**src/rtl/kse_pkg.sv**
```systemverilog
package kse_pkg;

    localparam int ROW_W           = 7;
    localparam int COL_W           = 2;
    localparam int CODE_W          = COL_W + 4;
    localparam int HOLD_W          = 8;
    localparam int MAX_COLUMNS     = 4;
    localparam int DEF_RING_DEPTH  = 4;
    localparam int DEF_NUM_COLUMNS = 4;
    localparam int QUEUE_DEPTH     = 2;

    localparam logic [HOLD_W-1:0] HOLDOFF_RESET = 8'd5;

    localparam logic OP_POLL = 1'b0;
    localparam logic OP_GET  = 1'b1;

    typedef struct packed {
        logic              get;
        logic [CODE_W-1:0] code;
    } t_cmd;

    typedef struct packed {
        logic [CODE_W-1:0] key_code;
        logic              pushed;
        logic              dropped;
    } t_res;

    function automatic logic [2:0] row_msb(input logic [ROW_W-1:0] rise);
        logic [2:0] r;
        r = 3'd0;
        for (int i = 0; i < ROW_W; i++) begin
            if (rise[i]) begin
                r = 3'(i + 1);
            end
        end
        return r;
    endfunction

endpackage

```
**src/rtl/kse_front.sv**
```systemverilog
module kse_front #(
    parameter int NUM_COLUMNS = kse_pkg::DEF_NUM_COLUMNS
) (
    input  logic                                               i_clk,
    input  logic                                               i_rst_n,
    input  logic                                               i_cfg_valid,
    input  logic [kse_pkg::HOLD_W-1:0]                         i_cfg_data,
    input  logic                                               i_valid,
    output logic                                               o_ready,
    input  logic                                               i_op,
    input  logic [kse_pkg::MAX_COLUMNS-1:0][kse_pkg::ROW_W-1:0] i_rows,
    output logic                                               o_cmd_valid,
    output kse_pkg::t_cmd                                      o_cmd,
    input  logic                                               i_cmd_ready
);

    logic [kse_pkg::HOLD_W-1:0] r_holdoff_polls;
    logic [kse_pkg::HOLD_W-1:0] r_holdoff_count;
    logic [kse_pkg::HOLD_W-1:0] n_holdoff_count;
    logic [kse_pkg::ROW_W-1:0]  r_hist [NUM_COLUMNS];
    logic                       scan;
    logic                       transfer;
    logic [kse_pkg::CODE_W-1:0] scan_code;
    logic [kse_pkg::ROW_W-1:0]  rise;

    assign o_ready     = i_cmd_ready;
    assign o_cmd_valid = i_valid;
    assign transfer    = i_valid && i_cmd_ready;
    assign scan        = (i_op == kse_pkg::OP_POLL) && (r_holdoff_count == '0);

    always_comb begin
        scan_code = '0;
        rise      = '0;
        for (int c = 0; c < NUM_COLUMNS; c++) begin
            rise = i_rows[c] & ~r_hist[c];
            if (rise != '0) begin
                scan_code = {kse_pkg::COL_W'(c), 1'b0, kse_pkg::row_msb(rise)};
            end
        end
    end

    always_comb begin
        o_cmd.get       = (i_op == kse_pkg::OP_GET);
        o_cmd.code      = scan ? scan_code : '0;
        n_holdoff_count = r_holdoff_count;
        if (i_op == kse_pkg::OP_POLL) begin
            n_holdoff_count = scan ? r_holdoff_polls : r_holdoff_count - 1'b1;
        end
    end

    always_ff @(posedge i_clk) begin
        if (!i_rst_n) begin
            r_holdoff_polls <= kse_pkg::HOLDOFF_RESET;
            r_holdoff_count <= '0;
            for (int c = 0; c < NUM_COLUMNS; c++) begin
                r_hist[c] <= '0;
            end
        end else begin
            if (i_cfg_valid) begin
                r_holdoff_polls <= i_cfg_data;
            end
            if (transfer) begin
                r_holdoff_count <= n_holdoff_count;
                if (scan) begin
                    for (int c = 0; c < NUM_COLUMNS; c++) begin
                        r_hist[c] <= i_rows[c];
                    end
                end
            end
        end
    end

endmodule

```
**src/rtl/kse_queue.sv**
```systemverilog
module kse_queue (
    input  logic          i_clk,
    input  logic          i_rst_n,
    input  logic          i_valid,
    output logic          o_ready,
    input  kse_pkg::t_cmd i_cmd,
    output logic          o_valid,
    input  logic          i_ready,
    output kse_pkg::t_cmd o_cmd
);

    localparam int PTR_W = $clog2(kse_pkg::QUEUE_DEPTH);
    localparam int CNT_W = $clog2(kse_pkg::QUEUE_DEPTH + 1);

    kse_pkg::t_cmd    r_slot [kse_pkg::QUEUE_DEPTH];
    logic [PTR_W-1:0] r_wr_ptr;
    logic [PTR_W-1:0] r_rd_ptr;
    logic [CNT_W-1:0] r_count;
    logic             push;
    logic             pop;

    assign o_ready = (r_count != CNT_W'(kse_pkg::QUEUE_DEPTH));
    assign o_valid = (r_count != '0);
    assign o_cmd   = r_slot[r_rd_ptr];
    assign push    = i_valid && o_ready;
    assign pop     = o_valid && i_ready;

    always_ff @(posedge i_clk) begin
        if (push) begin
            r_slot[r_wr_ptr] <= i_cmd;
        end
    end

    always_ff @(posedge i_clk) begin
        if (!i_rst_n) begin
            r_wr_ptr <= '0;
            r_rd_ptr <= '0;
            r_count  <= '0;
        end else begin
            if (push) begin
                r_wr_ptr <= r_wr_ptr + 1'b1;
            end
            if (pop) begin
                r_rd_ptr <= r_rd_ptr + 1'b1;
            end
            if (push && !pop) begin
                r_count <= r_count + 1'b1;
            end else if (pop && !push) begin
                r_count <= r_count - 1'b1;
            end
        end
    end

endmodule

```
**src/rtl/kse_back.sv**
```systemverilog
module kse_back #(
    parameter int RING_DEPTH = kse_pkg::DEF_RING_DEPTH
) (
    input  logic          i_clk,
    input  logic          i_rst_n,
    input  logic          i_cmd_valid,
    output logic          o_cmd_ready,
    input  kse_pkg::t_cmd i_cmd,
    output logic          o_valid,
    input  logic          i_ready,
    output kse_pkg::t_res o_res
);

    localparam int PTR_W = $clog2(RING_DEPTH);

    logic [kse_pkg::CODE_W-1:0] r_ring [RING_DEPTH];
    logic [kse_pkg::CODE_W-1:0] r_rd_data;
    logic [PTR_W-1:0]           r_head;
    logic [PTR_W-1:0]           r_tail;
    logic [PTR_W-1:0]           n_head;
    logic [PTR_W-1:0]           n_tail;
    logic                       r_out_valid;
    kse_pkg::t_res              r_res;
    kse_pkg::t_res              n_res;
    logic                       take;
    logic                       wr_en;
    logic                       empty;
    logic                       full;

    function automatic logic [PTR_W-1:0] ring_next(input logic [PTR_W-1:0] p);
        return (p == PTR_W'(RING_DEPTH - 1)) ? '0 : p + 1'b1;
    endfunction

    assign o_cmd_ready = !r_out_valid || i_ready;
    assign take        = i_cmd_valid && o_cmd_ready;
    assign empty       = (r_head == r_tail);
    assign full        = (ring_next(r_head) == r_tail);
    assign o_valid     = r_out_valid;
    assign o_res       = r_res;

    always_comb begin
        n_head = r_head;
        n_tail = r_tail;
        n_res  = '0;
        wr_en  = 1'b0;
        if (take) begin
            if (i_cmd.get) begin
                if (!empty) begin
                    n_res.key_code = r_rd_data;
                    n_tail         = ring_next(r_tail);
                end
            end else if (i_cmd.code != '0) begin
                if (full) begin
                    n_res.dropped = 1'b1;
                end else begin
                    wr_en        = 1'b1;
                    n_head       = ring_next(r_head);
                    n_res.pushed = 1'b1;
                end
            end
        end
    end

    always_ff @(posedge i_clk) begin
        if (wr_en) begin
            r_ring[r_head] <= i_cmd.code;
        end
        if (wr_en && (r_head == n_tail)) begin
            r_rd_data <= i_cmd.code;
        end else begin
            r_rd_data <= r_ring[n_tail];
        end
        if (take) begin
            r_res <= n_res;
        end
    end

    always_ff @(posedge i_clk) begin
        if (!i_rst_n) begin
            r_head      <= '0;
            r_tail      <= '0;
            r_out_valid <= 1'b0;
        end else begin
            r_head <= n_head;
            r_tail <= n_tail;
            if (take) begin
                r_out_valid <= 1'b1;
            end else if (i_ready) begin
                r_out_valid <= 1'b0;
            end
        end
    end

endmodule

```
**src/rtl/keypad_scan_edge_fifo.sv**
```systemverilog
// An input transfer reaches result valid through the command queue, then the result register.
// Throughput: one item per cycle while the output is ready; the output register
// and the 2-entry command queue let input and output stall independently.
// Reset (synchronous, active low): hold-off count, column history, ring pointers,
// queue and output valid clear; the hold-off setting returns to 5. No clearing pass.
module keypad_scan_edge_fifo #(
    parameter int RING_DEPTH  = kse_pkg::DEF_RING_DEPTH,
    parameter int NUM_COLUMNS = kse_pkg::DEF_NUM_COLUMNS
) (
    input  logic                        i_clk,
    input  logic                        i_rst_n,
    input  logic                        i_cfg_valid,
    output logic                        o_cfg_ready,
    input  logic [kse_pkg::HOLD_W-1:0]  i_cfg_data,
    input  logic                        i_valid,
    output logic                        o_ready,
    input  logic                        i_op,
    input  logic [kse_pkg::ROW_W-1:0]   i_rows_col0,
    input  logic [kse_pkg::ROW_W-1:0]   i_rows_col1,
    input  logic [kse_pkg::ROW_W-1:0]   i_rows_col2,
    input  logic [kse_pkg::ROW_W-1:0]   i_rows_col3,
    output logic                        o_valid,
    input  logic                        i_ready,
    output logic [kse_pkg::CODE_W-1:0]  o_key_code,
    output logic                        o_pushed,
    output logic                        o_dropped
);

    logic [kse_pkg::MAX_COLUMNS-1:0][kse_pkg::ROW_W-1:0] rows;
    logic          f_valid;
    logic          f_ready;
    kse_pkg::t_cmd f_cmd;
    logic          q_valid;
    logic          q_ready;
    kse_pkg::t_cmd q_cmd;
    kse_pkg::t_res res;

    assign rows        = {i_rows_col3, i_rows_col2, i_rows_col1, i_rows_col0};
    assign o_cfg_ready = 1'b1;
    assign o_key_code  = res.key_code;
    assign o_pushed    = res.pushed;
    assign o_dropped   = res.dropped;

    kse_front #(
        .NUM_COLUMNS (NUM_COLUMNS)
    ) u_front (
        .i_clk       (i_clk),
        .i_rst_n     (i_rst_n),
        .i_cfg_valid (i_cfg_valid && o_cfg_ready),
        .i_cfg_data  (i_cfg_data),
        .i_valid     (i_valid),
        .o_ready     (o_ready),
        .i_op        (i_op),
        .i_rows      (rows),
        .o_cmd_valid (f_valid),
        .o_cmd       (f_cmd),
        .i_cmd_ready (f_ready)
    );

    kse_queue u_queue (
        .i_clk   (i_clk),
        .i_rst_n (i_rst_n),
        .i_valid (f_valid),
        .o_ready (f_ready),
        .i_cmd   (f_cmd),
        .o_valid (q_valid),
        .i_ready (q_ready),
        .o_cmd   (q_cmd)
    );

    kse_back #(
        .RING_DEPTH (RING_DEPTH)
    ) u_back (
        .i_clk       (i_clk),
        .i_rst_n     (i_rst_n),
        .i_cmd_valid (q_valid),
        .o_cmd_ready (q_ready),
        .i_cmd       (q_cmd),
        .o_valid     (o_valid),
        .i_ready     (i_ready),
        .o_res       (res)
    );

`ifndef ASSERT_OFF
    a_push_xor_drop: assert property (@(posedge i_clk) disable iff (!i_rst_n)
        o_valid |-> !(o_pushed && o_dropped))
        else $error("pushed and dropped both set");

    a_get_no_flags: assert property (@(posedge i_clk) disable iff (!i_rst_n)
        (o_valid && o_key_code != '0) |-> (!o_pushed && !o_dropped))
        else $error("key code with poll flags");

    a_row_range: assert property (@(posedge i_clk) disable iff (!i_rst_n)
        (o_valid && o_key_code != '0) |-> (o_key_code[3:0] != 4'd0 && o_key_code[3] == 1'b0))
        else $error("key code row out of range");

    a_queue_full_valid: assert property (@(posedge i_clk) disable iff (!i_rst_n)
        !f_ready |-> q_valid)
        else $error("queue full but not valid");
`endif

endmodule
```
**config.mk**
```make
export PLATFORM = sky130hd
export DESIGN_NAME = keypad_scan_edge_fifo
export DESIGN_NICKNAME = d
export VERILOG_FILES = /design/src/rtl/kse_pkg.sv /design/src/rtl/kse_front.sv /design/src/rtl/kse_queue.sv /design/src/rtl/kse_back.sv /design/src/rtl/keypad_scan_edge_fifo.sv
export SDC_FILE = /design/constraint.sdc
export NUM_CORES = 1
export LEC_CHECK = 0
export BUFFER_PORTS_ARGS = -buffer_cell sky130_fd_sc_hd__buf_2
export CAP_MARGIN = 20
export CORE_MARGIN = 1
export CORE_UTILIZATION = 44
export CTS_CLUSTER_DIAMETER = 120
export DETAILED_ROUTE_END_ITERATION = 16
export PLACE_DENSITY = 0.63
export SYNTH_ARGS = -nofsm -noshare
export SYNTH_HDL_FRONTEND = slang
export SYNTH_SLANG_ARGS = --single-unit
```
**constraint.sdc**
```tcl
create_clock -name i_clk -period 6 [get_ports i_clk]
set_input_delay 1.5 -clock i_clk [delete_from_list [all_inputs] [get_ports i_clk]]
set_output_delay 1.5 -clock i_clk [all_outputs]
set_load 0.02 [all_outputs]
```
==> impl_metrics.yaml <==
outcome:
  status: "finished clean"
min_path:
  hold_path_class: "flop to flop"
logic_synthesis:
  synth_fp_nets: 413
  yosys_warnings: 0
  synth_flop_cell: "edfxtp_1"
  synth_top_cell_by_area: "edfxtp_1"
  syn_avg_cell_area_um2: 12.15
  ys_seq_area_frac: 0.5816
  yosysTopAreaCellShare: 0.4549
  synth_common_cells: "edfxtp_1 (67), nor2_1 (36), and2_1 (34)"
  synth_edf_count: 67
  async_flop_share: 0
  yosys_register_bits: 95
  syn-instance-count: 364
  yosysMostFrequentCell: "edfxtp_1"
  ys_types: 62
  syn_area_um2: 4423
  synth.area.top_cells: "edfxtp_1 (45%), dfxtp_1 (13%), and2_1 (4.8%)"
sta:
  fin_crit_sh: 0.4980
  fin_crit_ns: 2.988
  clock_skew_ns: 0.01032
  finalHoldViolCount: 0
  worst_slew_pin_slew_ns: 0.6936
  fmax_mhz: 334.7
  grt_setup_unrepaired: "no"
  slew_violations: 0
  finalSetupTns_ns: 0
  setup_viol: 0
  slew_headroom: 0.5371
cts:
  root_buffer: "clkbuf_8"
  insertion_delay_ns: 0.36
  hold_buffers: 0
  clk_path_buf_depth: 2
  clock_sinks: 95
  cts-htree-levels: 3
  path_clk_slew_ns: 0.09
  post_cts_buffers: 0
  cts_tree: "built"
  cts_resized: 0
  cts-buffers-inserted: 9
drt:
  ant_nets: 0
  viasPerCell: 5.112
  wirelength_mm: 7.607
  dr.pass1.iters: 4
  drt-wirelength-per-cell_um: 13.76
  via_count: 2827
  route.detailed.drc: 0
  drt_iter0_drc: 80
worst_setup_path:
  start_kind: "input port"
  critPathRequiredTime_ns: 6.01
  reg2reg_setup_slack_ns: 3.61
  end_kind: "flop"
  path_class: "input port to flop"
  crit_arrival_ns: 3.00
  crit_path_max_fanout: 28
layout:
  antenna_cells: 0
  areaGrowthSynthToFinish_pct: 12.76
  nets: 464
  stdcell_area_um2: 4987
  drive_gt1_frac: 0.2143
  fill_cells: 898
global_routing:
  grt_use_met2: 0.2612
  met3_usage: 0.02736
  grt_max_degree: 29
  overflow: 0
  grt_pass1_wl_mm: 12.70
  antenna_found_initial: 0
  grt.busiest_layer: "met2"
  grt_pass1_vias: 2668
  grt_util_all_layers: 0.1597
  grtUsageMet1: 0.2120
placed_design:
  placed_cell_area_um2: 4796
  gp_congestion: 0.7676
  numPortBuffers: 50
  hpwl_mm: 5.646
floorplan:
  die_height_um: 102.3
  dieArea_um2: 10460
  io_pins: 53
  coreArea_um2: 9774
  initial_core_util: 0.4525
  die_w_um: 102.3
  row_count: 36
power_and_ir_drop:
  power_density_nw_per_um2: 373.9
  p_leak_nw: 1.918
  vdd_ir_drop_max_mv: 0.1531
flow_run:
  drv_cap: 0
## metal layers
layer,share of wire,up-vias,wire length (um)
met5,0,-,0
met4,0.019,0,144
met3,0.034,13,255
met2,0.49,56,3732
met1,0.46,1350,3474
li1,-,1408,-
## stage by stage
| stage | power (W) | worst slack [ns] | hold slack (ns) | cells | utilization |
|---|---|---|---|---|---|
| detailed placement | 0.001484 | 2.666 | 0.4751 | 537 | 0.4907 |
| global route | 0.001988 | 2.897 | 0.5255 | 553 | 0.5102 |
| global placement | 0.001465 | 2.706 | 0.4716 | 537 | 0.4907 |
| finish | 0.001865 | 3.012 | 0.4926 | 553 | 0.5102 |
| CTS | 0.001887 | 3.041 | 0.4983 | 553 | 0.5102 |
| floorplan | 0.001350 | 1.487 | 0.4327 | 364 | - |
## where the power goes
part           total, W  internal [W]  switching (W)
Combinational  0.000524      0.000226       0.000298
Sequential     0.000940      0.000868      0.0000721
Clock          0.000401      0.000186       0.000216
Total           0.00186       0.00128       0.000586
## critical path, stage by stage
cell	delay, ns
buf_2	0.12
nor2b_1	0.15
nand4_1	0.53
o21ai_2	0.30
buf_4	0.38
## cells in the final DEF (no fill, tap or decap), types with 2 or more instances in the layout
cell type	synthesis	final
clkbuf_8	0	10
nor4_1	2	2
a311oi_1	2	2
edfxtp_1	67	67
o21ai_0	3	2
a21oi_1	12	12
o21ai_2	2	3
ha_1	7	7
nand3b_1	3	3
nand2b_1	15	15
or4_1	2	2
a31oi_1	3	3
buf_2	5	50
nand2_1	17	17
inv_1	10	10
nor3_1	4	4
mux4_2	5	5
nor4b_1	2	2
dfxtp_1	28	28
nor2_1	36	36
o31a_1	2	2
or3_1	3	3
nor2b_1	26	26
xnor2_1	3	3
and3_1	2	2
mux2_1	3	3
buf_4	3	2
mux2i_1	12	12
conb_1	2	2
and2_1	34	34
nand4_1	3	3
o311ai_0	2	2
mux2_2	7	7
clkinv_2	0	2
xor2_1	5	5
## path summary, 6_finish.rpt
path / from / to / cells past startpoint
setup reg to reg: u_front.r_holdoff_count[0] / u_front.r_hist[2][5] / 6
setup / recovery: i_op / u_front.r_hist[2][5] / 5
hold / removal: u_front.r_holdoff_polls[0] / u_front.r_holdoff_polls[0] / 2
hold reg to reg: u_front.r_holdoff_polls[0] / u_front.r_holdoff_polls[0] / 2
## cell type report
class                      instances  area [um2]  share of cell area
multi-input combinational        247        1754              0.3517
inverter                          10       37.54            0.007526
clock inverter                     5       28.78            0.005770
sequential                        95        2572              0.5158
timing repair buffer              52       265.3             0.05319
clock buffer                      11       162.7             0.03261
tap                              133       166.4             0.03337
## sequential cells by signal, indices dropped and copies added (netlist names), 2 cells and up, named ones only
register,count
u_queue.r_slot,12
u_front.r_holdoff_polls,8
u_back.r_tail,2
u_front.r_holdoff_count,8
u_front.r_hist,28
u_back.r_ring,20
u_queue.r_count,2
u_back.r_head,2
u_back.o_res,7
## logic make-up (layout without fill, tap and decap cells)
family                   after synthesis  in the layout  share of synthesized area
other                                  2              2                   0.001698
AND/OR/NAND/NOR                      158            158                     0.2040
multiplexers                          28             28                    0.08147
buffers and inverters                 22             78                    0.02263
flip-flops                            95             95                     0.5816
AO/OA/AOI/OAI                         44             44                    0.07299
adder cells (fa/ha/maj)                7              7                    0.01980
XOR/XNOR                               8              8                    0.01584
Power figures use the tool's default switching activity.
